**src/hw/rtl/gbs_pkg.sv**
```systemverilog
// Package for the greedy box suppression block.
// Holds shared defaults, the controller state type and the control/status structs.
// No dependencies.
package gbs_pkg;

  // Defaults for the top level parameters
  localparam int unsigned MAX_KEPT_DEF   = 64;
  localparam int unsigned MAX_SET_DEF    = 1024;
  localparam int unsigned COORD_BITS_DEF = 16;

  // Threshold register
  localparam int unsigned           LIMIT_W     = 9;
  localparam logic [LIMIT_W-1:0]    LIMIT_RESET = 9'd115;

  // Q12.4: one whole pixel is 1 << FRAC_BITS
  localparam int unsigned FRAC_BITS = 4;
  localparam int          ONE_PIXEL = 1 << FRAC_BITS;

  // Threshold is in units of 1/256
  localparam int unsigned OVL_SHIFT = 8;

  typedef enum logic [2:0] {
    ST_IDLE,
    ST_AREA,
    ST_SCAN,
    ST_DRAIN,
    ST_COMMIT
  } state_e;

  typedef struct packed {
    logic load;    // capture the box, start a new set if flagged
    logic area;    // area of the new box, reset the scan
    logic scan;    // issue store reads
    logic commit;  // store survivor, register the result
  } cmd_t;

  typedef struct packed {
    logic idx_end;    // every kept box has been issued
    logic pipe_busy;  // compare pipeline still holds work
  } sts_t;

endpackage

```
**src/hw/rtl/gbs_ctrl.sv**
```systemverilog
// Controller state machine of the greedy box suppression block.
// Sequences load, area, scan, drain and commit for each box.
// Depends on gbs_pkg.
module gbs_ctrl (
  input  logic          clk_i,
  input  logic          rst_ni,
  input  logic          start_i,
  input  gbs_pkg::sts_t sts_i,
  output gbs_pkg::cmd_t cmd_o,
  output logic          busy_o
);

  gbs_pkg::state_e state_q, state_d;

  always_ff @(posedge clk_i or negedge rst_ni) begin
    if (!rst_ni) begin
      state_q <= gbs_pkg::ST_IDLE;
    end else begin
      state_q <= state_d;
    end
  end

  always_comb begin
    state_d = state_q;
    case (state_q)
      gbs_pkg::ST_IDLE: begin
        if (start_i) state_d = gbs_pkg::ST_AREA;
      end
      gbs_pkg::ST_AREA:  state_d = gbs_pkg::ST_SCAN;
      gbs_pkg::ST_SCAN: begin
        if (sts_i.idx_end) state_d = gbs_pkg::ST_DRAIN;
      end
      gbs_pkg::ST_DRAIN: begin
        if (!sts_i.pipe_busy) state_d = gbs_pkg::ST_COMMIT;
      end
      gbs_pkg::ST_COMMIT: state_d = gbs_pkg::ST_IDLE;
      default:            state_d = gbs_pkg::ST_IDLE;
    endcase
  end

  always_comb begin
    cmd_o  = '0;
    busy_o = 1'b1;
    case (state_q)
      gbs_pkg::ST_IDLE: begin
        busy_o     = 1'b0;
        cmd_o.load = start_i;
      end
      gbs_pkg::ST_AREA:   cmd_o.area   = 1'b1;
      gbs_pkg::ST_SCAN:   cmd_o.scan   = 1'b1;
      gbs_pkg::ST_DRAIN:  cmd_o        = '0;
      gbs_pkg::ST_COMMIT: cmd_o.commit = 1'b1;
      default:            busy_o       = 1'b0;
    endcase
  end

  // a scan never starts with work left in the pipeline
  a_scan_clean: assert property (@(posedge clk_i) disable iff (!rst_ni)
    (state_q == gbs_pkg::ST_AREA) |-> !sts_i.pipe_busy)
    else $error("pipeline busy at start of scan");

  // commit only once the pipeline has drained
  a_commit_drained: assert property (@(posedge clk_i) disable iff (!rst_ni)
    cmd_o.commit |-> !sts_i.pipe_busy)
    else $error("commit with comparisons in flight");

  // commit lasts exactly one cycle
  a_commit_once: assert property (@(posedge clk_i) disable iff (!rst_ni)
    cmd_o.commit |=> !cmd_o.commit)
    else $error("commit held for more than one cycle");

endmodule

```
**config.mk**
```make
export PLATFORM = sky130hd
export DESIGN_NAME = gbs_ctrl
export DESIGN_NICKNAME = d
export VERILOG_FILES = /design/src/hw/rtl/gbs_pkg.sv /design/src/hw/rtl/gbs_ctrl.sv
export SDC_FILE = /design/constraint.sdc
export NUM_CORES = 1
export LEC_CHECK = 0
export ABC_AREA = 1
export BUFFER_PORTS_ARGS = -buffer_cell sky130_fd_sc_hd__buf_4
export CAP_MARGIN = 10
export CORE_AREA = 2 2 39 41
export DETAILED_ROUTE_END_ITERATION = 8
export DIE_AREA = 0 0 41 43
export PLACE_DENSITY_LB_ADDON = 0.12
export SYNTH_ARGS = -nofsm -noshare
export SYNTH_HDL_FRONTEND = slang
export SYNTH_SLANG_ARGS = --single-unit
```
**constraint.sdc**
```tcl
create_clock -name clk_i -period 1 [get_ports clk_i]
set_input_delay 0.25 -clock clk_i [delete_from_list [all_inputs] [get_ports clk_i]]
set_output_delay 0.25 -clock clk_i [all_outputs]
set_load 0.01 [all_outputs]
```
==> flow_metrics.py, run 1 <==
metrics = {
    "outcome": {
        "status": "complete, but fails checks",
        "violations": "setup timing",
    },
    "layout": {
        "final_layout_size_suffix_gt1_frac": 0.709,
        "multi_input_area_um2": 116,
        "largest_reg_flops": 3,
        "stdcell_area_um2": 468,
        "fillerInstances": 152,
        "postLayoutCoreUtil": 0.338,
        "nNetsFinal": 61,
        "ff_latch_area_um2": 77.6,
        "top_regs": "state_q (3)",
        "largest_register": "state_q",
        "num_antenna_cells": 0,
        "final_cell_mix": "17 x buf_4, 5 x inv_1, 5 x buf_6",
        "mostFrequentLayoutCell": "buf_4",
        "syn_to_final_growth_pct": 140,
    },
    "routing": {
        "vias": 278,
        "wl_met3_um": 44,
        "antenna_left": 0,
        "drt-vias-per-instance": 3.92,
        "initialDrtViolationCount": 1,
        "wl_met2_um": 345,
        "drc_errors": 0,
        "top_layer_used": "met3",
        "dr.pass1.iters": 3,
        "routedWlPerCell_um": 9.28,
        "wl_um": 659,
        "drt-met1-wl_um": 269,
    },
    "synthesis": {
        "synth_area_per_cell_um2": 6.97,
        "synthDistinctLibCells": 10,
        "synth_area_um2": 195,
        "yosys_warnings": 0,
        "ys_ff_latch": 3,
        "ys_top_cells_by_area": "dfrtp_1 38%, inv_1 17%, nand3_1 13%",
        "synth_cells": 28,
        "syn-num-nets": 33,
        "synth_top_area_frac": 0.385,
        "yosysTopAreaCell": "dfrtp_1",
        "ys_seq_area_frac": 0.385,
    },
    "setup_path": {
        "slowest_delay_ns": 0.44,
        "ff2ff_setup_slack_ns": -0.32,
        "critical_path_class": "reg -> out",
        "crit_chain": "buf_6 -> nor3_2 -> buf_4",
        "worstPathRequired_ns": 0.75,
        "end_kind": "primary output",
        "path_buf_inv": 2,
        "rr_worst_depth": 8,
        "critPathLaunchType": "register",
        "path_delay_family": "flip-flops",
        "r2r-start": "state_q[2]",
        "crit_arrival_ns": 1.10,
        "cp_slowest_cell": "dfrtp_2",
        "cp_max_fo": 5,
        "r2r_end": "state_q[1]",
    },
    "sta": {
        "setup_viol": 8,
        "fmaxAchievable_mhz": 739,
        "tightest_slew_ns": 0.169,
        "finalWorstSetupSlack_ns": -0.354,
        "fin_crit_sh": 1.35,
        "hold_viol_final": 0,
        "maxSlewHeadroom": 0.887,
        "rsz0062_at_grt": "true",
        "fin_skew_ns": 0.00198,
        "fin_crit_ns": 1.35,
        "slew_viol_final": 0,
        "holdWs_ns": 0.189,
    },
    "pwr": {
        "vdd_drop_max_mv": 1.07,
        "power.leakage_nw": 0.259,
        "powerDensity_mw_per_mm2": 3440,
    },
    "global_routing": {
        "grt_max_degree": 6,
        "grt-ovfl-total": 0,
        "antenna_found_initial": 0,
        "grt_pass1_vias": 265,
        "track_usage": 0.0925,
        "grt_pass1_wl_mm": 1.06,
    },
    "floorplanning": {
        "start_util": 0.141,
        "core_area_mm2": 0.00138,
        "dieArea_mm2": 0.00176,
        "die_y_um": 43,
        "die_w_um": 41,
        "rows": 14,
        "ios": 10,
    },
    "worst_hold_path": {
        "holdPathStages": 2,
        "min-delay-start": "sts_i[0]",
        "holdCritPathClass": "in -> reg",
        "hold-path-endpoint": "state_q[2]",
    },
    "place": {
        "port_buffers": 9,
        "post-dp-hpwl_um": 466,
        "placed_cell_area_um2": 340,
        "pre_cts_ws_ns": -0.176,
        "place_congestion": 0.674,
    },
    "cts": {
        "htree_levels": 1,
        "tritoncts": "done",
        "cts.reportedPaths.clkPinSlew_ns": 0.04,
        "cts_sinks": 3,
        "cts_buffers": 3,
        "clock_path_buffers": 2,
        "clk_latency_ns": 0.23,
        "cts_root_buf": "clkbuf_4",
    },
    "flow_run": {
        "cap_violations": 0,
    },
}
[routing by layer]
metal / vias up / track usage
met3: 0 / 0.0314
met5: - / 0
li1: 143 / -
met2: 6 / 0.138
met1: 129 / 0.106
met4: 0 / 0.0600
[where the power goes]
group / switching, mW / internal, mW
clock: 0.0644 / 0.150
combinational: 0.440 / 0.680
sequential: 0.0930 / 0.185
total: 0.597 / 1.01
[synthesized netlist by cell type]
cell type,count
nand2_1,4
dfrtp_1,3
nand3_1,5
o21ai_1,1
o21a_1,1
nor3_2,1
nor2_2,1
nand4_1,2
inv_1,9
nor3_1,1
[repair_timing]
item,CTS,global route
pin swaps,3,1
buffers inserted,8,1
hold endpoints to repair,3,0
setup endpoints to repair,8,8
hold buffers,1,0
gates resized for setup,16,1
[metrics by stage]
step | instances | TNS [ns] | total power [mW]
2_1_floorplan | 28 | -0.0583 | 0.581
5_1_grt | 71 | -3.00 | 1.76
6_report | 71 | -2.37 | 1.61
4_1_cts | 70 | -2.52 | 1.58
3_3_place_gp | 60 | -0.748 | 1.01
3_5_place_dp | 60 | -0.743 | 1.01
[worst max-delay path by stage]
stage | cells after the start | to | startpoint | slack, ns
6_report | 3 | cmd_o[3] | state_q[1] | -0.35
2_1_floorplan | 3 | cmd_o[3] | state_q[0] | -0.05
5_1_grt | 4 | cmd_o[3] | state_q[2] | -0.44
3_5_place_dp | 4 | cmd_o[3] | state_q[0] | -0.18
4_1_cts | 4 | cmd_o[3] | state_q[2] | -0.38
3_3_place_gp | 4 | cmd_o[3] | state_q[0] | -0.17
[layout make-up]
| type | count | area share |
|---|---|---|
| Timing Repair Buffer | 23 | 0.414 |
| Multi-Input combinational cell | 16 | 0.249 |
| Sequential cell | 3 | 0.166 |
| Inverter | 9 | 0.0722 |
| Clock buffer | 4 | 0.0561 |
| Tap cell | 16 | 0.0428 |
[cell families after synthesis]
family,count (synthesis),synth area share
compound gates,2,0.0641
flops,3,0.385
simple gates,14,0.378
buf+inv,9,0.173
(Power assumes the default switching activity.)
==> run 2: changes to the inputs <==
--- a/config.mk
+++ b/config.mk
@@ -7,5 +7,4 @@
 export LEC_CHECK = 0
-export ABC_AREA = 1
 export BUFFER_PORTS_ARGS = -buffer_cell sky130_fd_sc_hd__buf_4
-export CAP_MARGIN = 10
+export CAP_MARGIN = 20
 export CORE_AREA = 2 2 39 41
--- a/constraint.sdc
+++ b/constraint.sdc
@@ -3,2 +3,2 @@
 set_output_delay 0.25 -clock clk_i [all_outputs]
-set_load 0.01 [all_outputs]
+set_load 0.05 [all_outputs]
==> flow_metrics.py, run 2 <==
metrics = {
    "setup_path": {
        "slowest_delay_ns": 0.41,
        "critPathLaunchType": "register",
        "end_kind": "primary output",
        "crit_arrival_ns": 1.23,
        "cp_max_fo": 3,
        "critical_path_class": "reg -> out",
        "crit_path_frequent_cell": "buf_6",
        "crit_chain": "buf_6 -> nor4b_4 -> buf_6",
        "cp_slowest_cell": "dfrtp_2",
        "worstPathRequired_ns": 0.75,
    },
    "floorplanning": {
        "die_w_um": 41,
        "die_y_um": 43,
        "ios": 10,
        "core_area_mm2": 0.00138,
        "rows": 14,
        "start_util": 0.127,
        "dieArea_mm2": 0.00176,
    },
    "cts": {
        "clk_latency_ns": 0.23,
        "clock_path_buffers": 2,
        "cts_buffers": 3,
        "cts_sinks": 3,
        "cts_root_buf": "clkbuf_4",
        "htree_levels": 1,
        "tritoncts": "done",
        "cts.reportedPaths.clkPinSlew_ns": 0.04,
    },
    "synthesis": {
        "synth.most_common_cell": "dfrtp_1",
        "synthDistinctLibCells": 13,
        "async_reset_ff_frac": 1.00,
        "ys_top_cells_by_area": "dfrtp_1 43%, nor3b_1 8.5%, a211oi_2 7.1%",
        "yosys_warnings": 0,
        "synth_commonest_cells": "3 x dfrtp_1, 2 x nor3_1, 2 x nor3b_1",
        "yosysTopAreaCell": "dfrtp_1",
        "synth_top_area_frac": 0.426,
        "syn-num-nets": 22,
        "ys_ff_latch": 3,
        "synth_cells": 17,
        "synth_area_um2": 176,
        "ys.flop_type": "dfrtp_1",
        "synth_area_per_cell_um2": 10.4,
        "ys_seq_area_frac": 0.426,
        "synth_edf_count": 0,
    },
    "place": {
        "port_buffers": 9,
        "pre_cts_ws_ns": -0.249,
        "place_congestion": 0.698,
        "post-dp-hpwl_um": 466,
    },
    "layout": {
        "largest_reg_flops": 3,
        "mostFrequentLayoutCell": "buf_6",
        "nNetsFinal": 49,
        "final_layout_size_suffix_gt1_frac": 0.860,
        "final_cell_mix": "12 x buf_6, 9 x buf_4, 3 x clkbuf_4",
        "syn_to_final_growth_pct": 191,
        "top_regs": "state_q (3)",
        "fillerInstances": 143,
        "largest_register": "state_q",
        "postLayoutCoreUtil": 0.372,
        "num_antenna_cells": 0,
    },
    "routing": {
        "routedWlPerCell_um": 10.9,
        "drc_errors": 0,
        "dr.pass1.iters": 2,
        "wl_um": 641,
        "antenna_left": 0,
        "vias": 224,
        "initialDrtViolationCount": 1,
        "drt-vias-per-instance": 3.80,
    },
    "sta": {
        "setup_viol": 8,
        "fmaxAchievable_mhz": 676,
        "maxSlewHeadroom": 0.858,
        "slew_viol_final": 0,
        "tightest_slew_ns": 0.213,
        "fin_skew_ns": 0.000919,
        "finalWorstSetupSlack_ns": -0.479,
        "rsz0062_at_grt": "true",
        "fin_crit_ns": 1.48,
        "hold_viol_final": 0,
        "fin_crit_sh": 1.48,
    },
    "global_routing": {
        "track_usage": 0.0988,
        "grt_max_degree": 6,
        "grt_pass1_vias": 241,
        "antenna_found_initial": 0,
        "grt-ovfl-total": 0,
        "grt_pass1_wl_mm": 1.01,
    },
    "pwr": {
        "pwr-share-clk": 0.110,
        "combinationalPowerShare": 0.760,
        "sw_frac_of_total": 0.436,
        "p_switching_uw": 850,
        "power.leakage_nw": 0.228,
        "power.internal_mw": 1.10,
        "powerDensity_mw_per_mm2": 3800,
        "p_seq_frac": 0.130,
        "vdd_drop_max_mv": 1.22,
    },
    "flow_run": {
        "cap_violations": 0,
    },
    "worst_hold_path": {
        "holdCritPathClass": "in -> reg",
    },
    "outcome": {
        "violations": "setup timing",
        "status": "complete, but fails checks",
    },
}
==> run 2: stage by stage <==
step	instances	setup TNS [ns]	power [mW]	cell area, µm²	hold WS, ns
floorplan	17	-1.62	0.955	230	-0.0456
finish	59	-2.49	1.95	514	0.337
global placement	50	-1.27	1.36	374	0.0406
CTS	57	-2.27	1.87	484	0.335
detailed placement	50	-1.31	1.38	374	0.0407
global route	59	-2.80	2.06	514	0.331
==> run 2: power by group through the flow <==
stage,sequential (mW),clock (mW),combinational [mW]
finish,0.254,0.214,1.48
global route,0.267,0.243,1.55
CTS,0.256,0.228,1.39
detailed placement,0.238,0,1.14
global placement,0.234,0,1.13
floorplan,0.284,0,0.671
==> run 2: cells by family (layout without fill, tap and decap cells) <==
group | Yosys count | after routing | synth area share
AO/OA/AOI/OAI | 2 | 2 | 0.0993
AND/OR/NAND/NOR | 8 | 8 | 0.319
buffers and inverters | 2 | 28 | 0.0496
XOR/XNOR | 1 | 1 | 0.0497
flip-flops | 3 | 3 | 0.426
multiplexers | 1 | 1 | 0.0567
==> run 2: critical path, delay by kind of cell, from the launching register on <==
kind	cells	cell delay (ns)
buffers and inverters	2	0.32
flip-flops	1	0.41
AND/OR/NAND/NOR	1	0.26
==> run 2: path summary, 6_finish.rpt <==
path	endpoint	slack, ns	startpoint	cells past startpoint
min in group asynchronous	state_q[0]	0.35	rst_ni	2
setup reg to reg	state_q[1]	-0.18	state_q[1]	5
hold reg to reg	state_q[1]	0.67	state_q[2]	2
max in group asynchronous	state_q[1]	0.55	rst_ni	2
setup / recovery	cmd_o[3]	-0.48	state_q[1]	3
hold / removal	state_q[0]	0.34	start_i	3
==> run 2: timing repair <==
action	4_1_cts	5_1_grt
hold endpoints to repair	3	0
buffers inserted	3	2
pin swaps	4	2
gates cloned	0	0
hold buffers	1	0
endpoints found under the setup margin	8	8
resized for setup	18	3
==> run 2: cell type report <==
class | instances | area, µm² | area share
timing repair buffer | 23 | 228 | 0.443
multi-input combinational | 12 | 156 | 0.304
sequential | 3 | 77.6 | 0.151
tap | 16 | 20.0 | 0.0389
inverter | 1 | 6.26 | 0.0122
clock buffer | 4 | 26.3 | 0.0511
==> run 2: metal layers <==
layer / track usage / vias up / wire, µm
met5: 0 / - / 0
met4: 0.140 / 0 / 16
met3: 0.0157 / 2 / 29
met2: 0.141 / 6 / 376
met1: 0.0945 / 101 / 219
li1: - / 115 / -
